## config.mk

```make
export PLATFORM = sky130hd
export DESIGN_NAME = http_header_value_finder_unit
export DESIGN_NICKNAME = d
export VERILOG_FILES = /design/src/design/hhvf_pkg.sv /design/src/design/hhvf_scan.sv /design/src/design/hhvf_out_fifo.sv /design/src/design/http_header_value_finder_unit.sv
export SDC_FILE = /design/constraint.sdc
export NUM_CORES = 1
export LEC_CHECK = 0
export BUFFER_PORTS_ARGS = -buffer_cell sky130_fd_sc_hd__buf_4
export CORE_UTILIZATION = 60
export DETAILED_ROUTE_END_ITERATION = 12
export GPL_ROUTABILITY_DRIVEN = 1
export GPL_TIMING_DRIVEN = 0
export PLACE_DENSITY = 0.82
export SLEW_MARGIN = 20
export SYNTH_ARGS = -nofsm -noshare
export SYNTH_HDL_FRONTEND = slang
export SYNTH_SLANG_ARGS = --single-unit
export TNS_END_PERCENT = 30
```

## constraint.sdc

```tcl
create_clock -name clk -period 8.2 [get_ports clk]
set_input_delay 1.64 -clock clk [delete_from_list [all_inputs] [get_ports clk]]
set_output_delay 1.64 -clock clk [all_outputs]
set_load 0.02 [all_outputs]
```

## src/design/hhvf_pkg.sv

```systemverilog
package hhvf_pkg;

  localparam int NAME_CHARS   = 8;
  localparam int VALUE_BUFFER = 512;

  localparam logic [63:0] HEADER_NAME_RST   = 64'h6E6F_6974_6163_6F4C; // "Location"
  localparam logic [3:0]  NAME_LENGTH_RST   = 4'd8;
  localparam logic [8:0]  MAX_VALUE_LEN_RST = 9'd511;

  localparam logic [3:0] NAME_CAP = 4'(NAME_CHARS);
  localparam logic [8:0] VALUE_CAP = (VALUE_BUFFER - 1 > 511) ? 9'd511 : 9'(VALUE_BUFFER - 1);

  localparam logic [7:0] CH_COLON = 8'h3A;
  localparam logic [7:0] CH_SPACE = 8'h20;
  localparam logic [7:0] CH_TAB   = 8'h09;
  localparam logic [7:0] CH_CR    = 8'h0D;
  localparam logic [7:0] CH_LF    = 8'h0A;

  localparam logic [1:0] CFG_HEADER_NAME   = 2'd0;
  localparam logic [1:0] CFG_NAME_LENGTH   = 2'd1;
  localparam logic [1:0] CFG_MAX_VALUE_LEN = 2'd2;

  typedef enum logic [2:0] {
    PH_SEEK,
    PH_MATCH,
    PH_SKIPWS,
    PH_COPY,
    PH_DONE
  } phase_t;

  typedef struct packed {
    logic [7:0] value_byte;
    logic       is_value;
    logic       found;
    logic       last;
  } result_t;

  // up to two results produced by one byte, slot 0 first
  typedef struct packed {
    logic [1:0] n;
    result_t    r0;
    result_t    r1;
  } push_t;

  function automatic logic [7:0] fold_case(input logic [7:0] c);
    logic [7:0] f;
    f = c;
    if (c inside {[8'h41:8'h5A]}) begin
      f = c + 8'h20;
    end
    return f;
  endfunction

endpackage

```

## src/design/hhvf_scan.sv

```systemverilog
module hhvf_scan (
  input  logic                clk,
  input  logic                rst_n,
  input  logic                step,
  input  logic [7:0]          data_byte,
  input  logic                end_of_buffer,
  input  logic [63:0]         header_name,
  input  logic [3:0]          name_length,
  input  logic [8:0]          max_value_len,
  output hhvf_pkg::push_t     push
);

  hhvf_pkg::phase_t phase_r, phase_nxt, ph;
  logic       at_line_start_r, at_line_start_nxt;
  logic [3:0] match_count_r, match_count_nxt, mc;
  logic [8:0] copied_count_r, copied_count_nxt;
  logic       header_found_r, header_found_nxt;

  logic [3:0] nlen;
  logic [8:0] lim;
  logic [7:0] name_ch;
  logic       eol;
  logic       take;
  hhvf_pkg::result_t val_res, sum_res;

  assign nlen = (name_length > hhvf_pkg::NAME_CAP) ? hhvf_pkg::NAME_CAP : name_length;
  assign lim  = (max_value_len > hhvf_pkg::VALUE_CAP) ? hhvf_pkg::VALUE_CAP : max_value_len;
  assign eol  = (data_byte == hhvf_pkg::CH_CR) || (data_byte == hhvf_pkg::CH_LF);

  // while seeking, a new line restarts the name compare
  always_comb begin
    if (phase_r == hhvf_pkg::PH_SEEK && at_line_start_r) begin
      ph = hhvf_pkg::PH_MATCH;
      mc = 4'd0;
    end else begin
      ph = phase_r;
      mc = match_count_r;
    end
  end

  assign name_ch = header_name[{mc[2:0], 3'b000} +: 8];

  always_comb begin
    phase_nxt        = ph;
    match_count_nxt  = mc;
    copied_count_nxt = copied_count_r;
    header_found_nxt = header_found_r;
    take             = 1'b0;
    case (ph)
      hhvf_pkg::PH_MATCH: begin
        if (mc < nlen) begin
          if (data_byte != hhvf_pkg::CH_LF &&
              hhvf_pkg::fold_case(data_byte) == hhvf_pkg::fold_case(name_ch)) begin
            match_count_nxt = mc + 4'd1;
          end else begin
            phase_nxt = hhvf_pkg::PH_SEEK;
          end
        end else if (data_byte == hhvf_pkg::CH_COLON) begin
          header_found_nxt = 1'b1;
          phase_nxt        = hhvf_pkg::PH_SKIPWS;
        end else begin
          phase_nxt = hhvf_pkg::PH_SEEK;
        end
      end
      hhvf_pkg::PH_SKIPWS: begin
        if (data_byte == hhvf_pkg::CH_SPACE || data_byte == hhvf_pkg::CH_TAB) begin
          phase_nxt = hhvf_pkg::PH_SKIPWS;
        end else if (eol) begin
          phase_nxt = hhvf_pkg::PH_DONE;
        end else begin
          phase_nxt = hhvf_pkg::PH_COPY;
          take      = (copied_count_r < lim);
        end
      end
      hhvf_pkg::PH_COPY: begin
        if (eol) begin
          phase_nxt = hhvf_pkg::PH_DONE;
        end else begin
          take = (copied_count_r < lim);
        end
      end
      default: begin
      end
    endcase
    if (take) begin
      copied_count_nxt = copied_count_r + 9'd1;
    end
    at_line_start_nxt = (data_byte == hhvf_pkg::CH_LF);
    if (end_of_buffer) begin
      phase_nxt         = hhvf_pkg::PH_SEEK;
      at_line_start_nxt = 1'b1;
      match_count_nxt   = 4'd0;
      copied_count_nxt  = 9'd0;
      header_found_nxt  = 1'b0;
    end
  end

  always_comb begin
    val_res.value_byte = data_byte;
    val_res.is_value   = 1'b1;
    val_res.found      = 1'b1;
    val_res.last       = 1'b0;
    sum_res.value_byte = 8'd0;
    sum_res.is_value   = 1'b0;
    // found is taken after this byte's update, so a colon on the last byte counts
    sum_res.found      = header_found_nxt | (header_found_r & ~end_of_buffer) |
                         (end_of_buffer & (header_found_r |
                          (ph == hhvf_pkg::PH_MATCH && mc >= nlen &&
                           data_byte == hhvf_pkg::CH_COLON)));
    sum_res.last       = 1'b1;
    push.r0 = take ? val_res : sum_res;
    push.r1 = sum_res;
    push.n  = step ? ({1'b0, take} + {1'b0, end_of_buffer}) : 2'd0;
  end

  always_ff @(posedge clk) begin
    if (!rst_n) begin
      phase_r         <= hhvf_pkg::PH_SEEK;
      at_line_start_r <= 1'b1;
      match_count_r   <= 4'd0;
      copied_count_r  <= 9'd0;
      header_found_r  <= 1'b0;
    end else if (step) begin
      phase_r         <= phase_nxt;
      at_line_start_r <= at_line_start_nxt;
      match_count_r   <= match_count_nxt;
      copied_count_r  <= copied_count_nxt;
      header_found_r  <= header_found_nxt;
    end
  end

endmodule

```

## src/design/hhvf_out_fifo.sv

```systemverilog
module hhvf_out_fifo (
  input  logic              clk,
  input  logic              rst_n,
  input  hhvf_pkg::push_t   push,
  input  logic              pop,
  output logic              room,
  output logic              not_empty,
  output hhvf_pkg::result_t head
);

  hhvf_pkg::result_t mem_r [4];
  logic [1:0] wr_ptr_r, wr_ptr_nxt;
  logic [1:0] rd_ptr_r, rd_ptr_nxt;
  logic [2:0] count_r, count_nxt;
  logic       do_pop;

  assign not_empty = (count_r != 3'd0);
  assign head      = mem_r[rd_ptr_r];
  assign do_pop    = pop & not_empty;
  // two free slots must be there for a byte that yields a value and a summary
  assign room      = (count_r <= 3'd2) || (count_r == 3'd3 && do_pop);

  always_comb begin
    wr_ptr_nxt = wr_ptr_r + push.n;
    rd_ptr_nxt = rd_ptr_r + {1'b0, do_pop};
    count_nxt  = count_r + {1'b0, push.n} - {2'b00, do_pop};
  end

  always_ff @(posedge clk) begin
    if (push.n != 2'd0) begin
      mem_r[wr_ptr_r] <= push.r0;
    end
    if (push.n == 2'd2) begin
      mem_r[wr_ptr_r + 2'd1] <= push.r1;
    end
  end

  always_ff @(posedge clk) begin
    if (!rst_n) begin
      wr_ptr_r <= 2'd0;
      rd_ptr_r <= 2'd0;
      count_r  <= 3'd0;
    end else begin
      wr_ptr_r <= wr_ptr_nxt;
      rd_ptr_r <= rd_ptr_nxt;
      count_r  <= count_nxt;
    end
  end

endmodule

```

## src/design/http_header_value_finder_unit.sv

```systemverilog
// HTTP header value finder
// Bytes of a response enter on the in_ channel (in_data_byte, in_end_of_buffer),
// one per request. The first line whose name matches header_name (case folded,
// name_length chars, then a colon) has its value streamed on the out_ channel
// with out_is_value high. The byte flagged end_of_buffer also yields a summary
// (out_is_value low, out_found set if the header was found, out_last high) after
// any value byte of that byte, and the scan starts over.
// Registers are written on the cfg_ channel (index 0 name, 1 length, 2 limit),
// which is always ready; write them only while the block is idle.
// Throughput is one byte per cycle while the result queue has room. A byte is held
// in the input register until the queue has room, then evaluated, and its results
// are written into a four-entry result queue that drives the out_ ports. A byte
// that yields two results needs two free queue slots.
// When the receiver stalls, the queue fills and in_ready drops; nothing is lost.
// Synchronous reset clears the scan state and the queue and restores the
// register defaults ("Location", 8, 511).
module http_header_value_finder_unit (
  input  logic        clk,
  input  logic        rst_n,
  input  logic        in_valid,
  output logic        in_ready,
  input  logic [7:0]  in_data_byte,
  input  logic        in_end_of_buffer,
  output logic        out_valid,
  input  logic        out_ready,
  output logic [7:0]  out_value_byte,
  output logic        out_is_value,
  output logic        out_found,
  output logic        out_last,
  input  logic        cfg_valid,
  output logic        cfg_ready,
  input  logic [1:0]  cfg_index,
  input  logic [63:0] cfg_data
);

  logic [63:0] header_name_r;
  logic [3:0]  name_length_r;
  logic [8:0]  max_value_len_r;

  logic        in_vld_r;
  logic [7:0]  data_byte_r;
  logic        end_of_buffer_r;

  logic              room;
  logic              step;
  hhvf_pkg::push_t   push;
  hhvf_pkg::result_t head;

  assign cfg_ready = 1'b1;
  assign step      = in_vld_r & room;
  assign in_ready  = ~in_vld_r | step;

  always_ff @(posedge clk) begin
    if (!rst_n) begin
      header_name_r   <= hhvf_pkg::HEADER_NAME_RST;
      name_length_r   <= hhvf_pkg::NAME_LENGTH_RST;
      max_value_len_r <= hhvf_pkg::MAX_VALUE_LEN_RST;
    end else if (cfg_valid) begin
      case (cfg_index)
        hhvf_pkg::CFG_HEADER_NAME:   header_name_r   <= cfg_data;
        hhvf_pkg::CFG_NAME_LENGTH:   name_length_r   <= cfg_data[3:0];
        hhvf_pkg::CFG_MAX_VALUE_LEN: max_value_len_r <= cfg_data[8:0];
        default: begin
        end
      endcase
    end
  end

  always_ff @(posedge clk) begin
    if (!rst_n) begin
      in_vld_r <= 1'b0;
    end else if (in_ready) begin
      in_vld_r <= in_valid;
    end
  end

  always_ff @(posedge clk) begin
    if (in_valid && in_ready) begin
      data_byte_r     <= in_data_byte;
      end_of_buffer_r <= in_end_of_buffer;
    end
  end

  hhvf_scan u_scan (
    .clk           (clk),
    .rst_n         (rst_n),
    .step          (step),
    .data_byte     (data_byte_r),
    .end_of_buffer (end_of_buffer_r),
    .header_name   (header_name_r),
    .name_length   (name_length_r),
    .max_value_len (max_value_len_r),
    .push          (push)
  );

  hhvf_out_fifo u_out_fifo (
    .clk       (clk),
    .rst_n     (rst_n),
    .push      (push),
    .pop       (out_ready),
    .room      (room),
    .not_empty (out_valid),
    .head      (head)
  );

  assign out_value_byte = head.value_byte;
  assign out_is_value   = head.is_value;
  assign out_found      = head.found;
  assign out_last       = head.last;

endmodule

```

==> impl_metrics.py <==
metrics = {
    "final_layout": {
        "drive_above_1_share_pct": 17.2,
        "area_delta_synth_final_pct": 19.1,
        "regArea_mm2": 0.00325,
        "final_util_pct": 73.9,
        "fin_nets": 1053,
        "nFillCells": 952,
        "diodes": 0,
        "multi_input_area_mm2": 0.00386,
    },
    "sta": {
        "setup-violations-final": 0,
        "fin_setup_tns_ns": 0,
        "hold_viol": 0,
        "tightest_slew_ns": 1.05,
        "timing.slew.headroom_pct": 28.3,
        "fmax_mhz": 203,
        "slew_viol_final": 0,
        "finClkSkew_ns": 0.00571,
        "rsz0062_at_grt": "no",
        "fin_crit_sh_pct": 60.0,
        "setup_slack_ns": 3.28,
        "min_period_ns": 4.92,
    },
    "cts": {
        "cts_buffers": 17,
        "cts_sinks": 156,
        "htree_levels": 4,
        "root_buffer": "clkbuf_16",
        "holdBufCountCts": 0,
        "clk_pin_slew_ns": 0.06,
        "clock_latency_ns": 0.43,
        "cts_max_path_buffers": 2,
        "post_cts_resized": 0,
        "cts_tree": "done",
        "cts_setup_buffers": 0,
    },
    "synthesis": {
        "synthTopCellsByArea": "dfxtp_1 (38%), nand2_1 (8.6%), edfxtp_1 (5.2%)",
        "synth_top_area_share_pct": 38.1,
        "ys_ff_latch": 156,
        "yosys.area.top_type": "dfxtp_1",
        "synth_cell_types": 75,
        "synth_edf_count": 13,
        "netlist_instances": 839,
        "synth_nets": 943,
        "synth_area_mm2": 0.00751,
        "yosysSeqAreaShare_pct": 43.3,
        "syn_area_per_cell_um2": 8.95,
        "yosysWarnings": 0,
        "async_flop_share_pct": 0,
        "synthFlopType": "dfxtp_1",
    },
    "detailed_routing": {
        "drt_iter0_drc": 640,
        "wl_per_cell_um": 16.7,
        "routed_wl_mm": 18.9,
        "first_pass_iters": 5,
        "ant_nets": 0,
        "vias_per_cell": 5.87,
        "drc": 0,
        "vias": 6634,
    },
    "placement": {
        "numPortBuffers": 91,
        "place_congestion": 0.949,
        "pre_cts_ws_ns": 3.39,
        "hpwlAfterDp_mm": 13.7,
    },
    "worst_setup_path": {
        "cp_slowest_stage_delay_ns": 0.91,
        "critPathLaunchType": "flip-flop",
        "required_ns": 8.57,
        "path_cells": "ha_1 > a21o_1 > a21o_1 > a21o_1 > a21o_1 > a21o_1 > a211o_1 > a211oi_1 > inv_1 > ha_1 > clkbuf_1 > o21ai_0 > a2111oi_0 > and3b_1 > clkbuf_1 > a22o_1",
        "worstPathMaxFanout": 10,
        "cp.arrival_ns": 5.29,
        "path_common_cell": "a21o_1",
        "end_kind": "flip-flop",
        "crit_type": "reg -> reg",
        "slowest_stage": "a2111oi_0",
    },
    "pwr": {
        "clkPwrFrac_pct": 39.2,
        "p_sw_share_pct": 26.9,
        "combPwrFrac_pct": 16.2,
        "powerDensity_mw_per_mm2": 208,
        "power_mw": 1.86,
        "pwr-share-seq_pct": 44.6,
        "p_leak_nw": 3.91,
        "ir_worst_vdd_mv": 0.177,
        "power_switching_mw": 0.500,
        "intPower_mw": 1.36,
    },
    "floorplanning": {
        "die_w_um": 114,
        "ios": 94,
        "fp.dieH_um": 114,
        "core-area_mm2": 0.0121,
        "start_util_pct": 62.0,
        "die-area_mm2": 0.0130,
        "row_count": 40,
    },
    "grt": {
        "grt_pass1_vias": 6204,
        "grt_pass1_wl_mm": 30.4,
        "grt_max_degree": 17,
        "antenna_found_initial": 0,
        "gr-total-overflow": 0,
        "grt_use_total_pct": 30.7,
    },
    "flow_run": {
        "maxCapViolCount": 0,
    },
    "min_path": {
        "min_path_type": "reg -> reg",
    },
    "status": {
        "status": "finished, final reports clean",
    },
}
[cell type report]
| type | count | area share, % |
|---|---|---|
| clock inverters | 12 | 1.09 |
| multi-input cells | 583 | 43.2 |
| flip-flops and latches | 156 | 36.3 |
| repair buffers | 91 | 7.63 |
| inverters | 41 | 1.72 |
| well taps | 168 | 2.35 |
| clock buffers | 20 | 4.99 |
| plain buffers | 59 | 2.71 |
[synth_stat cells (4+ instances only)]
cell type / n
buf_1: 5
and2_1: 14
a22o_1: 34
edfxtp_1: 13
a21oi_1: 20
nor2_1: 37
o21ai_0: 19
nand3_1: 43
or3_1: 8
nand2_1: 173
nand2b_1: 6
nand4_1: 4
mux2_2: 4
ha_1: 23
mux4_2: 14
a211oi_1: 6
nor3_1: 7
and3_1: 4
xor2_1: 10
o211ai_1: 15
a21o_1: 11
xnor2_1: 5
a31oi_1: 4
mux2i_1: 11
a21boi_0: 34
buf_2: 5
inv_1: 39
nor2b_1: 10
o21a_1: 4
dfxtp_1: 143
clkbuf_1: 46
[registers in the layout (all words and copies together) (netlist names), 2 cells and up]
register               flops
u_scan.phase_r             3
u_out_fifo.rd_ptr_r        2
u_out_fifo.count_r         3
u_out_fifo.mem_r          44
max_value_len_r            9
data_byte_r                8
name_length_r              4
header_name_r             64
u_scan.copied_count_r      9
u_scan.match_count_r       4
u_out_fifo.wr_ptr_r        2
[cells by family after synthesis]
| group | synth area share (%) |
|---|---|
| and+or+nand+nor | 20.1 |
| AOI/OAI and AO/OA | 18.6 |
| DFF | 43.3 |
| buffers and inverters | 5.28 |
| muxes | 6.61 |
| adders and majority gates | 4.10 |
| xor gates and xnor gates | 1.97 |
| other | 0.0499 |
[final timing paths]
path | start | to | slack, ns | depth (start not counted)
worst max-delay path | u_scan.copied_count_r[1] | u_out_fifo.mem_r[1][8] | 3.28 | 16
worst min-delay path | u_out_fifo.mem_r[2][0] | u_out_fifo.mem_r[2][0] | 0.45 | 2
worst max register to register | u_scan.copied_count_r[1] | u_out_fifo.mem_r[1][8] | 3.28 | 16
worst min register to register | u_out_fifo.mem_r[2][0] | u_out_fifo.mem_r[2][0] | 0.45 | 2
[worst max-delay path: cells and delay by family (launching register included)]
kind	cells	cell delay, ns
buffers and inverters	3	0.81
AOI/OAI and AO/OA	10	2.84
adders and majority gates	2	0.58
and+or+nand+nor	1	0.28
DFF	1	0.34
[power groups by stage]
stage / Clock (mW) / Combinational, mW / Sequential (mW)
6_report: 0.730 / 0.301 / 0.830
5_1_grt: 0.770 / 0.331 / 0.834
4_1_cts: 0.734 / 0.300 / 0.830
3_5_place_dp: 0 / 0.298 / 0.846
3_3_place_gp: 0 / 0.289 / 0.845
2_1_floorplan: 0 / 0.204 / 0.839
[stage by stage]
stage                     instance area [um^2]  hold slack, ns  cells
after global placement                    8410           0.429   1098
after CTS                                 8950           0.446   1130
after detailed placement                  8410           0.437   1098
after global routing                      8950           0.460   1130
after floorplan                           7510           0.421    839
final                                     8950           0.447   1130
[placed cells by master, fill, tap and decap left out, drive strengths merged, types with 5 or more instances in the layout]
cell | Yosys | routed
mux4 | 15 | 15
nand2 | 175 | 175
a22o | 34 | 34
dfxtp | 143 | 143
o21ai | 19 | 19
inv | 41 | 42
and2 | 14 | 14
xnor2 | 5 | 5
mux2i | 11 | 11
a21boi | 34 | 34
clkbuf | 46 | 66
nor2 | 37 | 37
nor3 | 7 | 7
or3 | 8 | 8
buf | 13 | 104
a211oi | 7 | 7
edfxtp | 13 | 13
and3 | 5 | 5
nor2b | 10 | 10
a21o | 11 | 11
nand3 | 43 | 43
ha | 23 | 23
o211ai | 15 | 15
a21oi | 20 | 20
nand2b | 6 | 6
clkinv | 0 | 7
xor2 | 11 | 11
[per-layer routing]
layer / vias up / share of wire (%) / wire length (um) / global-route usage (%)
li1: 3165 / - / - / -
met1: 3102 / 44 / 8300 / 40.5
met2: 315 / 46 / 8680 / 49.8
met3: 52 / 7.5 / 1410 / 6.59
met4: 0 / 2.5 / 470 / 11.6
met5: - / 0 / 0 / 0
Note: power is estimated with default switching activity, not from simulation.
